--- src/hw/rtl/sgr_pkg.sv ---
// ----------------------------------------------------------------------------
// sgr_pkg
// Shared types, register indexes and helpers of the glyph row rasterizer.
// ----------------------------------------------------------------------------
`default_nettype none

package sgr_pkg;

    // Configuration port geometry
    localparam int CFG_INDEX_W = 3;
    localparam int CFG_DATA_W  = 16;

    // Fixed register field widths
    localparam int CANVAS_W = 10;
    localparam int GW_W     = 4;
    localparam int SCALE_W  = 4;
    localparam int COLOR_W  = 16;
    localparam int ROW_W    = 3;
    localparam int ADDR_W   = 20;
    localparam int LEN_W    = 4;

    // Entries of the queue between front and back
    localparam int QUEUE_DEPTH = 2;

    // Register indexes
    localparam logic [CFG_INDEX_W-1:0] CFG_CANVAS_WIDTH  = 3'd0;
    localparam logic [CFG_INDEX_W-1:0] CFG_CANVAS_HEIGHT = 3'd1;
    localparam logic [CFG_INDEX_W-1:0] CFG_GLYPH_WIDTH   = 3'd2;
    localparam logic [CFG_INDEX_W-1:0] CFG_SCALE         = 3'd3;
    localparam logic [CFG_INDEX_W-1:0] CFG_PRIMARY_COLOR = 3'd4;

    // Reset values of the registers
    localparam logic [CANVAS_W-1:0] RST_CANVAS_WIDTH  = 10'd160;
    localparam logic [CANVAS_W-1:0] RST_CANVAS_HEIGHT = 10'd144;
    localparam logic [GW_W-1:0]     RST_GLYPH_WIDTH   = 4'd8;
    localparam logic [SCALE_W-1:0]  RST_SCALE         = 4'd1;
    localparam logic [COLOR_W-1:0]  RST_PRIMARY_COLOR = 16'hFFFF;

    // Configuration as seen by front and back
    typedef struct packed {
        logic [CANVAS_W-1:0] canvas_width;
        logic [CANVAS_W-1:0] canvas_height;
        logic [GW_W-1:0]     glyph_width;
        logic [SCALE_W-1:0]  scale;
        logic [COLOR_W-1:0]  primary_color;
    } cfg_t;

    // Clamp a 4-bit setting to an upper limit
    function automatic logic [3:0] sat4(input logic [3:0] value, input logic [3:0] limit);
        sat4 = (value > limit) ? limit : value;
    endfunction

endpackage

`default_nettype wire

--- src/hw/rtl/sgr_fifo.sv ---
// ----------------------------------------------------------------------------
// sgr_fifo
// Short queue of classified rows between the front and the back end.
// ----------------------------------------------------------------------------
`default_nettype none

module sgr_fifo #(
    parameter int WIDTH = 32,
    parameter int DEPTH = 2
) (
    input  wire logic             clk,
    input  wire logic             rst_n,
    input  wire logic             push,
    input  wire logic [WIDTH-1:0] push_data,
    output logic                  full,
    input  wire logic             pop,
    output logic [WIDTH-1:0]      pop_data,
    output logic                  empty
);

    localparam int PTR_W = (DEPTH > 1) ? $clog2(DEPTH) : 1;
    localparam int CNT_W = $clog2(DEPTH + 1);
    localparam logic [PTR_W-1:0] LAST_PTR = PTR_W'(DEPTH - 1);
    localparam logic [CNT_W-1:0] FULL_CNT = CNT_W'(DEPTH);

    logic [WIDTH-1:0] entry_reg [DEPTH];
    logic [PTR_W-1:0] wr_ptr_reg, wr_ptr_next;
    logic [PTR_W-1:0] rd_ptr_reg, rd_ptr_next;
    logic [CNT_W-1:0] count_reg, count_next;

    assign full     = (count_reg == FULL_CNT);
    assign empty    = (count_reg == '0);
    assign pop_data = entry_reg[rd_ptr_reg];

    // Advance pointers and occupancy
    always_comb
    begin
        wr_ptr_next = wr_ptr_reg;
        rd_ptr_next = rd_ptr_reg;
        count_next  = count_reg;
        if (push)
        begin
            wr_ptr_next = (wr_ptr_reg == LAST_PTR) ? '0 : wr_ptr_reg + 1'b1;
        end
        if (pop)
        begin
            rd_ptr_next = (rd_ptr_reg == LAST_PTR) ? '0 : rd_ptr_reg + 1'b1;
        end
        if (push && !pop)
        begin
            count_next = count_reg + 1'b1;
        end
        else if (pop && !push)
        begin
            count_next = count_reg - 1'b1;
        end
    end

    always_ff @(posedge clk or negedge rst_n)
    begin
        if (!rst_n)
        begin
            wr_ptr_reg <= '0;
            rd_ptr_reg <= '0;
            count_reg  <= '0;
        end
        else
        begin
            wr_ptr_reg <= wr_ptr_next;
            rd_ptr_reg <= rd_ptr_next;
            count_reg  <= count_next;
        end
    end

    // Store pushed word
    always_ff @(posedge clk)
    begin
        if (push)
        begin
            entry_reg[wr_ptr_reg] <= push_data;
        end
    end

    a_count_bound: assert property (@(posedge clk) disable iff (!rst_n)
        count_reg <= FULL_CNT)
        else $error("queue occupancy above depth");

    a_push_grows: assert property (@(posedge clk) disable iff (!rst_n)
        (push && !pop) |=> (count_reg == $past(count_reg) + 1'b1))
        else $error("push without pop did not grow the queue");

    a_pop_shrinks: assert property (@(posedge clk) disable iff (!rst_n)
        (pop && !push) |=> (count_reg == $past(count_reg) - 1'b1))
        else $error("pop without push did not shrink the queue");

endmodule

`default_nettype wire

--- src/hw/rtl/sgr_front.sv ---
// ----------------------------------------------------------------------------
// sgr_front
// Accepts glyph rows, works out the drawable columns and sub-row count,
// and queues rows that yield at least one span.
// ----------------------------------------------------------------------------
`default_nettype none

module sgr_front #(
    parameter int GLYPH_BITS = 8,
    parameter int MAX_SCALE  = 8,
    parameter int COORD_BITS = 10,
    parameter int ENTRY_W    = GLYPH_BITS + 2 * COORD_BITS + 1 + 4
) (
    input  wire sgr_pkg::cfg_t                  cfg,
    input  wire logic                           in_valid,
    output logic                                in_stall,
    input  wire logic [GLYPH_BITS-1:0]          row_bits,
    input  wire logic [sgr_pkg::ROW_W-1:0]      row_index,
    input  wire logic [COORD_BITS-1:0]          origin_x,
    input  wire logic [COORD_BITS-1:0]          origin_y,
    output logic                                push,
    output logic [ENTRY_W-1:0]                  push_data,
    input  wire logic                           queue_full
);

    localparam int XW    = COORD_BITS + 1;
    localparam int CMP_W = (XW > sgr_pkg::CANVAS_W) ? XW : sgr_pkg::CANVAS_W;

    logic [3:0]            sc_sat;
    logic [3:0]            gw_sat;
    logic [GLYPH_BITS-1:0] col_mask;
    logic [XW-1:0]         col_x;
    logic [XW-1:0]         y0;
    logic [CMP_W-1:0]      rows_left;
    logic [3:0]            nsub;
    logic                  keep;

    assign sc_sat = sgr_pkg::sat4(cfg.scale, 4'(MAX_SCALE));
    assign gw_sat = sgr_pkg::sat4(cfg.glyph_width, 4'(GLYPH_BITS));

    // Mark set bits whose square starts inside the canvas
    always_comb
    begin
        col_mask = '0;
        col_x    = '0;
        for (int i = 0; i < GLYPH_BITS; i++)
        begin
            col_x = XW'(origin_x) + XW'(i) * XW'(sc_sat);
            col_mask[i] = row_bits[GLYPH_BITS-1-i] && (4'(i) < gw_sat)
                          && (CMP_W'(col_x) < CMP_W'(cfg.canvas_width));
        end
    end

    // Count sub-rows above the bottom edge
    always_comb
    begin
        y0        = XW'(origin_y) + XW'(row_index) * XW'(sc_sat);
        rows_left = '0;
        nsub      = 4'd0;
        if (CMP_W'(y0) < CMP_W'(cfg.canvas_height))
        begin
            rows_left = CMP_W'(cfg.canvas_height) - CMP_W'(y0);
            nsub = (rows_left > CMP_W'(sc_sat)) ? sc_sat : rows_left[3:0];
        end
    end

    // Queue rows that produce spans, drop the rest at accept
    assign keep      = (col_mask != '0) && (nsub != 4'd0);
    assign in_stall  = queue_full;
    assign push      = in_valid && !queue_full && keep;
    assign push_data = {col_mask, origin_x, y0, nsub};

endmodule

`default_nettype wire

--- src/hw/rtl/sgr_back.sv ---
// ----------------------------------------------------------------------------
// sgr_back
// Walks the queued columns and sub-rows of one row and emits one span word
// per cycle into the output register while out_stall does not hold it.
// ----------------------------------------------------------------------------
`default_nettype none

module sgr_back #(
    parameter int GLYPH_BITS = 8,
    parameter int MAX_SCALE  = 8,
    parameter int COORD_BITS = 10,
    parameter int ENTRY_W    = GLYPH_BITS + 2 * COORD_BITS + 1 + 4
) (
    input  wire logic                           clk,
    input  wire logic                           rst_n,
    input  wire sgr_pkg::cfg_t                  cfg,
    input  wire logic                           queue_empty,
    input  wire logic [ENTRY_W-1:0]             pop_data,
    output logic                                pop,
    output logic                                out_valid,
    input  wire logic                           out_stall,
    output logic [sgr_pkg::ADDR_W-1:0]          span_address,
    output logic [sgr_pkg::LEN_W-1:0]           span_length,
    output logic [sgr_pkg::COLOR_W-1:0]         span_color,
    output logic                                last_span
);

    localparam int XW    = COORD_BITS + 1;
    localparam int CMP_W = (XW > sgr_pkg::CANVAS_W) ? XW : sgr_pkg::CANVAS_W;
    localparam int COL_W = (GLYPH_BITS > 1) ? $clog2(GLYPH_BITS) : 1;
    localparam int PW    = XW + sgr_pkg::CANVAS_W + 1;
    localparam int SUM_W = (PW > sgr_pkg::ADDR_W) ? PW : sgr_pkg::ADDR_W;

    // Row under work
    logic                  busy_reg, busy_next;
    logic [GLYPH_BITS-1:0] mask_reg, mask_next;
    logic [COORD_BITS-1:0] ox_reg, ox_next;
    logic [XW-1:0]         y0_reg, y0_next;
    logic [3:0]            nsub_reg, nsub_next;
    logic [3:0]            sub_reg, sub_next;

    // Output register
    logic                          out_valid_reg, out_valid_next;
    logic [sgr_pkg::ADDR_W-1:0]    addr_reg, addr_next;
    logic [sgr_pkg::LEN_W-1:0]     len_reg, len_next;
    logic [sgr_pkg::COLOR_W-1:0]   color_reg, color_next;
    logic                          last_reg, last_next;

    logic [GLYPH_BITS-1:0] q_mask;
    logic [COORD_BITS-1:0] q_ox;
    logic [XW-1:0]         q_y0;
    logic [3:0]            q_nsub;

    logic [3:0]            sc_sat;
    logic [COL_W-1:0]      col;
    logic [XW-1:0]         x;
    logic [XW-1:0]         y;
    logic [SUM_W-1:0]      addr_sum;
    logic [CMP_W-1:0]      room;
    logic [3:0]            len;
    logic                  col_done;
    logic [GLYPH_BITS-1:0] mask_after;
    logic                  row_last;
    logic                  out_free;
    logic                  emit;

    assign {q_mask, q_ox, q_y0, q_nsub} = pop_data;
    assign sc_sat = sgr_pkg::sat4(cfg.scale, 4'(MAX_SCALE));

    // Pick the leftmost pending column
    always_comb
    begin
        col = '0;
        for (int i = GLYPH_BITS - 1; i >= 0; i--)
        begin
            if (mask_reg[i])
            begin
                col = COL_W'(i);
            end
        end
    end

    // Span geometry for the current column and sub-row
    always_comb
    begin
        x        = XW'(ox_reg) + XW'(col) * XW'(sc_sat);
        y        = y0_reg + XW'(sub_reg);
        addr_sum = SUM_W'(y) * SUM_W'(cfg.canvas_width) + SUM_W'(x);
        room     = CMP_W'(cfg.canvas_width) - CMP_W'(x);
        len      = (room < CMP_W'(sc_sat)) ? room[3:0] : sc_sat;
    end

    assign col_done   = (sub_reg + 4'd1 == nsub_reg);
    assign mask_after = col_done ? (mask_reg & ~(GLYPH_BITS'(1) << col)) : mask_reg;
    assign row_last   = col_done && (mask_after == '0);
    assign out_free   = !out_valid_reg || !out_stall;
    assign emit       = busy_reg && out_free;
    assign pop        = !busy_reg && !queue_empty;

    // Load a row, then step sub-rows and columns
    always_comb
    begin
        busy_next      = busy_reg;
        mask_next      = mask_reg;
        ox_next        = ox_reg;
        y0_next        = y0_reg;
        nsub_next      = nsub_reg;
        sub_next       = sub_reg;
        out_valid_next = out_valid_reg;
        addr_next      = addr_reg;
        len_next       = len_reg;
        color_next     = color_reg;
        last_next      = last_reg;

        if (pop)
        begin
            busy_next = 1'b1;
            mask_next = q_mask;
            ox_next   = q_ox;
            y0_next   = q_y0;
            nsub_next = q_nsub;
            sub_next  = 4'd0;
        end

        if (emit)
        begin
            out_valid_next = 1'b1;
            addr_next      = addr_sum[sgr_pkg::ADDR_W-1:0];
            len_next       = len;
            color_next     = cfg.primary_color;
            last_next      = row_last;
            mask_next      = mask_after;
            sub_next       = col_done ? 4'd0 : sub_reg + 4'd1;
            busy_next      = !row_last;
        end
        else if (!out_stall)
        begin
            out_valid_next = 1'b0;
        end
    end

    always_ff @(posedge clk or negedge rst_n)
    begin
        if (!rst_n)
        begin
            busy_reg      <= 1'b0;
            out_valid_reg <= 1'b0;
        end
        else
        begin
            busy_reg      <= busy_next;
            out_valid_reg <= out_valid_next;
        end
    end

    // Payload registers
    always_ff @(posedge clk)
    begin
        mask_reg  <= mask_next;
        ox_reg    <= ox_next;
        y0_reg    <= y0_next;
        nsub_reg  <= nsub_next;
        sub_reg   <= sub_next;
        addr_reg  <= addr_next;
        len_reg   <= len_next;
        color_reg <= color_next;
        last_reg  <= last_next;
    end

    assign out_valid    = out_valid_reg;
    assign span_address = addr_reg;
    assign span_length  = len_reg;
    assign span_color   = color_reg;
    assign last_span    = last_reg;

    a_len_range: assert property (@(posedge clk) disable iff (!rst_n)
        out_valid_reg |-> (len_reg != 4'd0 && len_reg <= 4'(MAX_SCALE)))
        else $error("span length out of range");

    a_last_ends_row: assert property (@(posedge clk) disable iff (!rst_n)
        (emit && row_last) |=> (!busy_reg && last_reg))
        else $error("row did not end after its last span");

    a_busy_has_work: assert property (@(posedge clk) disable iff (!rst_n)
        busy_reg |-> (mask_reg != '0 && sub_reg < nsub_reg))
        else $error("back end busy without pending spans");

endmodule

`default_nettype wire

--- src/hw/rtl/scaled_glyph_row_rasterizer.sv ---
// ----------------------------------------------------------------------------
// scaled_glyph_row_rasterizer
// Expands one glyph bitmap row into clipped, scaled framebuffer span words.
// ----------------------------------------------------------------------------
// Usage:
//   Input channel (in_valid / in_stall) takes one word per row: row_bits,
//   row_index, origin_x, origin_y. Output channel (out_valid / out_stall)
//   gives one span word per cycle while out_stall is low: span_address,
//   span_length, span_color, last_span (set on the final span of each row).
//   Registers are written through cfg_we / cfg_index / cfg_data; the user
//   must write them only while the block is idle, which it does not enforce.
//   The first span of a row passes the queue, the back end row registers
//   and the output register. The front classifies a row in its accept
//   cycle, so rows with no visible span are dropped and produce nothing.
//   The back end emits one span per cycle while out_stall is low, takes
//   the next row from the queue only after the last span of the current
//   one, and emits nothing in the cycle in which it loads a row.
//   A two-entry queue lets the front keep accepting rows while the back end
//   works; in_stall rises only when that queue is full.
//   When out_stall is high while a span word is valid, the word holds and the back end pauses.
//   Reset restores the register defaults and empties queue and output.
// ----------------------------------------------------------------------------
`default_nettype none

module scaled_glyph_row_rasterizer #(
    parameter int GLYPH_BITS = 8,
    parameter int MAX_SCALE  = 8,
    parameter int COORD_BITS = 10
) (
    input  wire logic                               clk,
    input  wire logic                               rst_n,
    input  wire logic                               cfg_we,
    input  wire logic [sgr_pkg::CFG_INDEX_W-1:0]    cfg_index,
    input  wire logic [sgr_pkg::CFG_DATA_W-1:0]     cfg_data,
    input  wire logic                               in_valid,
    output logic                                    in_stall,
    input  wire logic [GLYPH_BITS-1:0]              row_bits,
    input  wire logic [sgr_pkg::ROW_W-1:0]          row_index,
    input  wire logic [COORD_BITS-1:0]              origin_x,
    input  wire logic [COORD_BITS-1:0]              origin_y,
    output logic                                    out_valid,
    input  wire logic                               out_stall,
    output logic [sgr_pkg::ADDR_W-1:0]              span_address,
    output logic [sgr_pkg::LEN_W-1:0]               span_length,
    output logic [sgr_pkg::COLOR_W-1:0]             span_color,
    output logic                                    last_span
);

    localparam int ENTRY_W = GLYPH_BITS + 2 * COORD_BITS + 1 + 4;

    sgr_pkg::cfg_t    cfg_reg;
    logic             push;
    logic [ENTRY_W-1:0] push_data;
    logic             queue_full;
    logic             pop;
    logic [ENTRY_W-1:0] pop_data;
    logic             queue_empty;

    // Hold configuration registers
    always_ff @(posedge clk or negedge rst_n)
    begin
        if (!rst_n)
        begin
            cfg_reg.canvas_width  <= sgr_pkg::RST_CANVAS_WIDTH;
            cfg_reg.canvas_height <= sgr_pkg::RST_CANVAS_HEIGHT;
            cfg_reg.glyph_width   <= sgr_pkg::RST_GLYPH_WIDTH;
            cfg_reg.scale         <= sgr_pkg::RST_SCALE;
            cfg_reg.primary_color <= sgr_pkg::RST_PRIMARY_COLOR;
        end
        else if (cfg_we)
        begin
            case (cfg_index)
                sgr_pkg::CFG_CANVAS_WIDTH:
                    cfg_reg.canvas_width  <= cfg_data[sgr_pkg::CANVAS_W-1:0];
                sgr_pkg::CFG_CANVAS_HEIGHT:
                    cfg_reg.canvas_height <= cfg_data[sgr_pkg::CANVAS_W-1:0];
                sgr_pkg::CFG_GLYPH_WIDTH:
                    cfg_reg.glyph_width   <= cfg_data[sgr_pkg::GW_W-1:0];
                sgr_pkg::CFG_SCALE:
                    cfg_reg.scale         <= cfg_data[sgr_pkg::SCALE_W-1:0];
                sgr_pkg::CFG_PRIMARY_COLOR:
                    cfg_reg.primary_color <= cfg_data[sgr_pkg::COLOR_W-1:0];
                default:
                    cfg_reg <= cfg_reg;
            endcase
        end
    end

    sgr_front #(
        .GLYPH_BITS (GLYPH_BITS),
        .MAX_SCALE  (MAX_SCALE),
        .COORD_BITS (COORD_BITS),
        .ENTRY_W    (ENTRY_W)
    ) u_front (
        .cfg        (cfg_reg),
        .in_valid   (in_valid),
        .in_stall   (in_stall),
        .row_bits   (row_bits),
        .row_index  (row_index),
        .origin_x   (origin_x),
        .origin_y   (origin_y),
        .push       (push),
        .push_data  (push_data),
        .queue_full (queue_full)
    );

    sgr_fifo #(
        .WIDTH (ENTRY_W),
        .DEPTH (sgr_pkg::QUEUE_DEPTH)
    ) u_fifo (
        .clk       (clk),
        .rst_n     (rst_n),
        .push      (push),
        .push_data (push_data),
        .full      (queue_full),
        .pop       (pop),
        .pop_data  (pop_data),
        .empty     (queue_empty)
    );

    sgr_back #(
        .GLYPH_BITS (GLYPH_BITS),
        .MAX_SCALE  (MAX_SCALE),
        .COORD_BITS (COORD_BITS),
        .ENTRY_W    (ENTRY_W)
    ) u_back (
        .clk          (clk),
        .rst_n        (rst_n),
        .cfg          (cfg_reg),
        .queue_empty  (queue_empty),
        .pop_data     (pop_data),
        .pop          (pop),
        .out_valid    (out_valid),
        .out_stall    (out_stall),
        .span_address (span_address),
        .span_length  (span_length),
        .span_color   (span_color),
        .last_span    (last_span)
    );

endmodule

`default_nettype wire

--- config.mk ---
export PLATFORM = sky130hd
export DESIGN_NAME = scaled_glyph_row_rasterizer
export DESIGN_NICKNAME = d
export VERILOG_FILES = /design/src/hw/rtl/sgr_pkg.sv /design/src/hw/rtl/sgr_fifo.sv /design/src/hw/rtl/sgr_front.sv /design/src/hw/rtl/sgr_back.sv /design/src/hw/rtl/scaled_glyph_row_rasterizer.sv
export SDC_FILE = /design/constraint.sdc
export NUM_CORES = 1
export LEC_CHECK = 0
export ABC_CLOCK_PERIOD_IN_PS = 21700
export BUFFER_PORTS_ARGS = -buffer_cell sky130_fd_sc_hd__buf_2
export CAP_MARGIN = 5
export CELL_PAD_IN_SITES_DETAIL_PLACEMENT = 1
export CELL_PAD_IN_SITES_GLOBAL_PLACEMENT = 2
export CORE_ASPECT_RATIO = 1.5
export CORE_MARGIN = 2
export CORE_UTILIZATION = 45
export DETAILED_ROUTE_END_ITERATION = 16
export PLACE_DENSITY_LB_ADDON = 0.1
export SYNTH_ARGS = -nofsm -noshare
export SYNTH_HDL_FRONTEND = slang
export SYNTH_SLANG_ARGS = --single-unit
--- constraint.sdc ---
create_clock -name clk -period 21.7 [get_ports clk]
set_input_delay 0 -clock clk [delete_from_list [all_inputs] [get_ports clk]]
set_output_delay 0 -clock clk [all_outputs]
set_load 0.02 [all_outputs]
-- Word-level counts from Yosys, hierarchy flattened
Memories as Yosys holds them, arrays and structs flattened.
Index checks and enable logic that the tools add are counted.
- flip-flop bits (word level): 128
- latch bits: 0
- memory bits (writable): 66
- memory bits (read-only): 0
- input bits: 55
- output and inout bits: 43
- logic and storage cells: 150
- memories kept: 1
- add/subtract/negate cells: 18
- multiply operators: 7
- divide/modulo/power cells: 0
- order comparisons: 21
- equal/unequal tests: 7
- shifts and indexed selects: 1
- muxes and demuxes: 29
- bitwise logic cells: 2
- reduce and logical (&&, ||, !) cells: 45
- memory list (name ; depth ; bits a word ; rd ports ; clocked after Yosys merged registers in ; write ports ; RTL line ; text):
    u_fifo.entry_reg ; 2 ; 33 ; 1 ; 0 ; 1 ; sgr_fifo.sv:26 ; logic [WIDTH-1:0] entry_reg [DEPTH];
- operator list (kind ; count):
    < comparator 11 x 10 -> 1 bit ; 8
    adder 10 x 7 -> 11 bit ; 5
    two-way mux 4 bit ; 8
    logical AND 1 bit ; 24
    two-way mux 3 bit ; 8
    two-way mux 8 bit ; 3
    adder 10 x 6 -> 11 bit ; 2
    subtractor 10 x 11 -> 11 bit ; 2
    adder 20 x 11 -> 20 bit ; 1
    multiplier 11 x 10 -> 20 bit ; 1
    < comparator 3 x 4 -> 1 bit (first input constant) ; 4
    multiplier 3 x 4 -> 7 bit ; 2
    multiplier 3 x 4 -> 7 bit (first input constant) ; 2
    multiplier 2 x 4 -> 6 bit (first input constant) ; 2
    adder 10 x 4 -> 11 bit ; 1
    adder 10 x 5 -> 11 bit ; 1
    adder 11 x 4 -> 11 bit ; 1
    > comparator 11 x 4 -> 1 bit ; 1
    < comparator 11 x 4 -> 1 bit ; 1
    < comparator 10 bit ; 1
    AND reduction 2 bit ; 5
    bitwise AND 8 bit ; 1
    > comparator 4 bit (second input constant) ; 2
    zero test 1 bit ; 8
    other kinds (23) ; 36

-- Longest topological paths before layout
- depth after elaboration: 16
- gate-level depth with buffers: 32
- depth with buffers taken out: 32

-- By module
A second synthesis with hierarchy kept.
- cell total of the unflattened synthesis: 1653
- area total of the unflattened synthesis: 17528.1 um2
- by module, submodules not included (module ; times used ; cells an instance ; area an instance (um2) ; sequential area each (um2)):
    sgr_back ; 1 ; 781 ; 7960.1 ; 2392.3
    sgr_front ; 1 ; 656 ; 5094.9 ; 0.0
    sgr_fifo ; 1 ; 119 ; 2720.1 ; 2082.0
    scaled_glyph_row_rasterizer ; 1 ; 97 ; 1752.9 ; 1128.6

-- Worst setup path before layout
Ideal clock, no wire load.
- kind: register to register
- from: register cfg_reg[19] (netlist bit)
- to: memory u_fifo.entry_reg[0][0] (netlist bit) (enable)
- setup time: 423 ps
- arrival time: 6887 ps
- required time: 21277 ps
- path slack: 14389 ps
- stages on the path, launching flop included: 25
- clock period less this slack: 7311 ps
- cell sequence: dfrtp_1 > nor2b_1 > clkbuf_1 > nand2_1 > fa_1 > inv_1 > fa_1 > inv_1 > fa_1 > xnor2_1 > inv_1 > ha_1 > o21a_1 > o31a_1 > a21oi_1 > ha_1 > and2_1 > o21ai_0 > a32oi_1 > nor4_1 > nand4_2 > a2111oi_4 > or4_1 > o211ai_2 > nor2_1
- word-level cells in the longest chain between the ends: 13
- RTL lines (element ; RTL line ; text):
    from (decl) ; scaled_glyph_row_rasterizer.sv:51 ; sgr_pkg::cfg_t cfg_reg;
    from (signal assigned) ; scaled_glyph_row_rasterizer.sv:84 ; cfg_reg <= cfg_reg;
    > comparator 4 bit ; sgr_pkg.sv:50 ; sat4 = (value > limit) ? limit : value;
    two-way mux 4 bit * ; sgr_pkg.sv:50 ;
    multiplier 3 x 4 -> 7 bit * ; sgr_front.sv:57 ; y0 = XW'(origin_y) + XW'(row_index) * XW'(sc_sat);
    adder 10 x 7 -> 11 bit * ; sgr_front.sv:57 ;
    net push_data[7] ; scaled_glyph_row_rasterizer.sv:53 ; logic [ENTRY_W-1:0] push_data;
    subtractor 10 x 11 -> 11 bit ; sgr_front.sv:62 ; rows_left = CMP_W'(cfg.canvas_height) - CMP_W'(y0);
    > comparator 11 x 4 -> 1 bit ; sgr_front.sv:63 ; nsub = (rows_left > CMP_W'(sc_sat)) ? sc_sat : rows_left[3:0];
    two-way mux 4 bit ; sgr_front.sv:63 ;
    two-way mux 4 bit * ; sgr_front.sv:60 ; if (CMP_W'(y0) < CMP_W'(cfg.canvas_height))
    nonzero test 4 bit * ; sgr_front.sv:68 ; assign keep = (col_mask != '0) && (nsub != 4'd0);
    logical AND 1 bit * ; sgr_front.sv:68 ;
    logical AND 1 bit * ; sgr_front.sv:70 ; assign push = in_valid && !queue_full && keep;
    two-way mux 1 bit * ; sgr_fifo.sv:78 ; if (push)
    two-way mux 1 bit (implied by the code) * ; sgr_fifo.sv:80 ; entry_reg[wr_ptr_reg] <= push_data;
    to (decl) ; sgr_fifo.sv:26 ;
Mark *: on every way through the listed nets, which the timed path passes. The rest lies on a longest branch.

-- Worst setup path after layout
- from: register u_back.mask_reg[7]
- to: register u_back.addr_reg, in the netlist u_back.span_address[19], data pin
- word-level cells in the longest chain between the ends: 11
- RTL lines (element ; RTL line ; text):
    from (decl) ; sgr_back.sv:36 ; logic [GLYPH_BITS-1:0] mask_reg, mask_next;
    from (signal assigned) ; sgr_back.sv:159 ; mask_reg <= mask_next;
    two-way mux 3 bit (8 in series) ; sgr_back.sv:76 ; if (mask_reg[i])
    multiplier 3 x 4 -> 7 bit ; sgr_back.sv:86 ; x = XW'(ox_reg) + XW'(col) * XW'(sc_sat);
    adder 10 x 7 -> 11 bit ; sgr_back.sv:86 ;
    adder 20 x 11 -> 20 bit ; sgr_back.sv:88 ; addr_sum = SUM_W'(y) * SUM_W'(cfg.canvas_width) + SUM_W'(x);
    net u_back.addr_sum[19] ; sgr_back.sv:58 ; logic [SUM_W-1:0] addr_sum;
    to (signal assigned) ; sgr_back.sv:164 ; addr_reg <= addr_next;
    to (decl) ; sgr_back.sv:44 ; logic [sgr_pkg::ADDR_W-1:0] addr_reg, addr_next;
The timed path passes the listed nets, and every way through them passes these cells.
A chain may end at the register's enable or synchronous reset.

==> impl_metrics.env <==
export IMPL_hold_slack_ps=27.9
export IMPL_worstSetupStartpointType="flip-flop"
export IMPL_area_growth_pct=11.9
export IMPL_cts_buffers=17
export IMPL_reg2reg_from="u_back.mask_reg[7]"
export IMPL_synth_nets=2022
export IMPL_grt_antenna_before_repair=0
export IMPL_clockBufferDepth=2
export IMPL_grt_pass1_vias=14100
export IMPL_drcViolationCount=0
export IMPL_port_buffers=97
export IMPL_path_clk_slew_ps=90
export IMPL_path_max_fanout=5
export IMPL_hp_class="in -> reg"
export IMPL_arrival_ps=7980
export IMPL_num_vias=12500
export IMPL_slew_viol_final=0
export IMPL_tns_ps=0
export IMPL_yosys_warnings=0
export IMPL_setup_violations=0
export IMPL_drt_antenna_violating_nets=0
export IMPL_synthCells=1638
export IMPL_dp_hpwl_um=36800
export IMPL_rsz0062_at_grt="false"
export IMPL_ioPinCount=98
export IMPL_fmax_ghz=0.129
export IMPL_h_tree_depth=4
export IMPL_synth_seq_area_share_pct=32.7
export IMPL_cts_tree="done"
export IMPL_viasPerCell=5.49
export IMPL_wl_per_cell_um=20.5
export IMPL_num_antenna_cells=0
export IMPL_fin_area_um2=19200
export IMPL_outcome="finished, final reports clean"
export IMPL_crit_top_cell="fa_1"
export IMPL_tightest_slew_ps=1190
export IMPL_largest_reg_flops=66
export IMPL_yosysMostFrequentCell="ha_1"
export IMPL_dieArea_um2=39700
export IMPL_die_x_um=163
export IMPL_fin_crit_sh_pct=35.7
export IMPL_drt_iter0_markers=441
export IMPL_clockRootBuffer="clkbuf_16"
export IMPL_nets=2153
export IMPL_seq_area_um2=5600
export IMPL_netlist_area_um2=17100
export IMPL_critPathKind="reg -> reg"
export IMPL_fillers=4213
export IMPL_period_needed_ps=7750
export IMPL_yosys_top_cells_count="216 x ha_1, 211 x inv_1, 147 x nand2_1"
export IMPL_cap_violations=0
export IMPL_fin_worst_skew_ps=15.2
export IMPL_ys_flop_type="edfxtp_1"
export IMPL_postSynthAreaPerCell_um2=10.5
export IMPL_cts_setup_buffers=0
export IMPL_ys_types=83
export IMPL_drive_gt1_share_pct=14.4
export IMPL_cts_sinks=194
export IMPL_fp_coreArea_um2=37600
export IMPL_cp_end_kind="flip-flop"
export IMPL_synth_edf_count=144
export IMPL_die_h_um=243
export IMPL_hp_start="origin_x[6]"
export IMPL_multi_input_area_um2=10600
export IMPL_grt_max_degree=51
export IMPL_synthTopCellsByArea="edfxtp_1 25%, ha_1 16%, fa_1 13%, inv_1 4.6%, dfrtp_1 4.1%"
export IMPL_cp_required_ps=21920
export IMPL_cp_startpoint="u_back.mask_reg[7]"
export IMPL_clk_insertion_delay_late_ps=460
export IMPL_async_flop_share_pct=25.8
export IMPL_cts_resized=0
export IMPL_firstDrtPassIters=4
export IMPL_wl_um=46500
export IMPL_cpMaxStageDelayCell="o41ai_1"
export IMPL_grt_overflow=0
export IMPL_ys_ff_latch=194
export IMPL_grt_pass1_wl_um=75000
export IMPL_synth_top_area_share_pct=25.3
export IMPL_synth_top_cell_by_area="edfxtp_1"
export IMPL_initial_core_util_pct=45.6
export IMPL_place_area_um2=18300
export IMPL_cp_slowest_stage_delay_ps=610
export IMPL_slew_headroom_pct=20.3
export IMPL_gp_congestion=0.835
export IMPL_final_hold_viol_count=0
export IMPL_finalCoreUtilization_pct=51.0
export IMPL_grt_total_usage_pct=24.6
export IMPL_rows=87
final cells by class:
class	count	share of cell area, %
clock buffer	17	2.22
multi-input combinational	1197	55.4
clock inverter	15	0.927
tap	489	3.19
sequential	194	29.2
timing repair buffer	147	4.88
inverter	212	4.15
final timing paths:
check	to	slack (ps)	cells after the start
min in group asynchronous	u_fifo.count_reg[1]	230	3
hold / removal	u_fifo.entry_reg[1][21]	30	1
setup / recovery	u_back.span_address[19]	13950	29
setup reg to reg	u_back.span_address[19]	13950	29
hold reg to reg	cfg_reg[27]	530	1
max in group asynchronous	cfg_reg[43]	20980	3
worst max-delay path, delay by kind of cell (launching register included):
| family | cells | cell delay, ps |
|---|---|---|
| XOR/XNOR | 2 | 370 |
| AND/OR/NAND/NOR | 5 | 580 |
| buffers and inverters | 3 | 260 |
| adder cells (fa/ha/maj) | 7 | 2950 |
| flip-flops | 1 | 460 |
| AO/OA/AOI/OAI | 12 | 2890 |
timing repair:
item | in CTS | in global routing
setup endpoints to repair | 0 | 0
hold buffers | 30 | 0
endpoints found under the hold margin | 97 | 0
metal layers:
metal  global-route usage (%)  part of all wire, %  wire (um)
met5                        0                    0          0
met3                     2.19                  1.8        825
met4                     8.82                  3.1       1430
met1                     26.8                   38      17800
met2                     48.3                   57      26400
stage by stage:
| step | std cells | worst slack, ps |
|---|---|---|
| finish | 2271 | 13950 |
| detailed placement | 2209 | 13900 |
| floorplan | 1638 | 14390 |
| global route | 2271 | 13370 |
| CTS | 2271 | 13910 |
| global placement | 2209 | 14060 |
placed cells by master, fill, tap and decap left out, drive strengths merged, types with 4 or more instances in the layout:
master / instances
a2111oi: 4
a211oi: 16
a21o: 21
a21oi: 74
a31oi: 8
and2: 61
buf: 117
clkbuf: 17
clkinv: 7
dfrtp: 28
dfstp: 22
dlygate4sd3: 30
edfxtp: 144
fa: 113
ha: 216
inv: 219
mux2: 58
mux2i: 11
nand2: 147
nand2b: 14
nand3: 24
nand4: 6
nor2: 71
nor2b: 28
nor3: 27
nor4: 6
o2111a: 5
o211ai: 13
o21a: 14
o21ai: 70
o21bai: 15
or2: 4
or3: 7
or4: 6
xnor2: 73
xor2: 31
cells by family after synthesis:
group	count (synthesis)	synth area share, %
adders and majority gates	330	29.1
muxes	69	4.46
AOI/OAI and AO/OA	273	10.7
and+or+nand+nor	421	12.3
DFF	194	32.7
xor gates and xnor gates	104	5.32
buffers and inverters	247	5.42
Power is not shown: default switching activity piles up to over one toggle a cycle in this logic, so the estimate is an artifact.
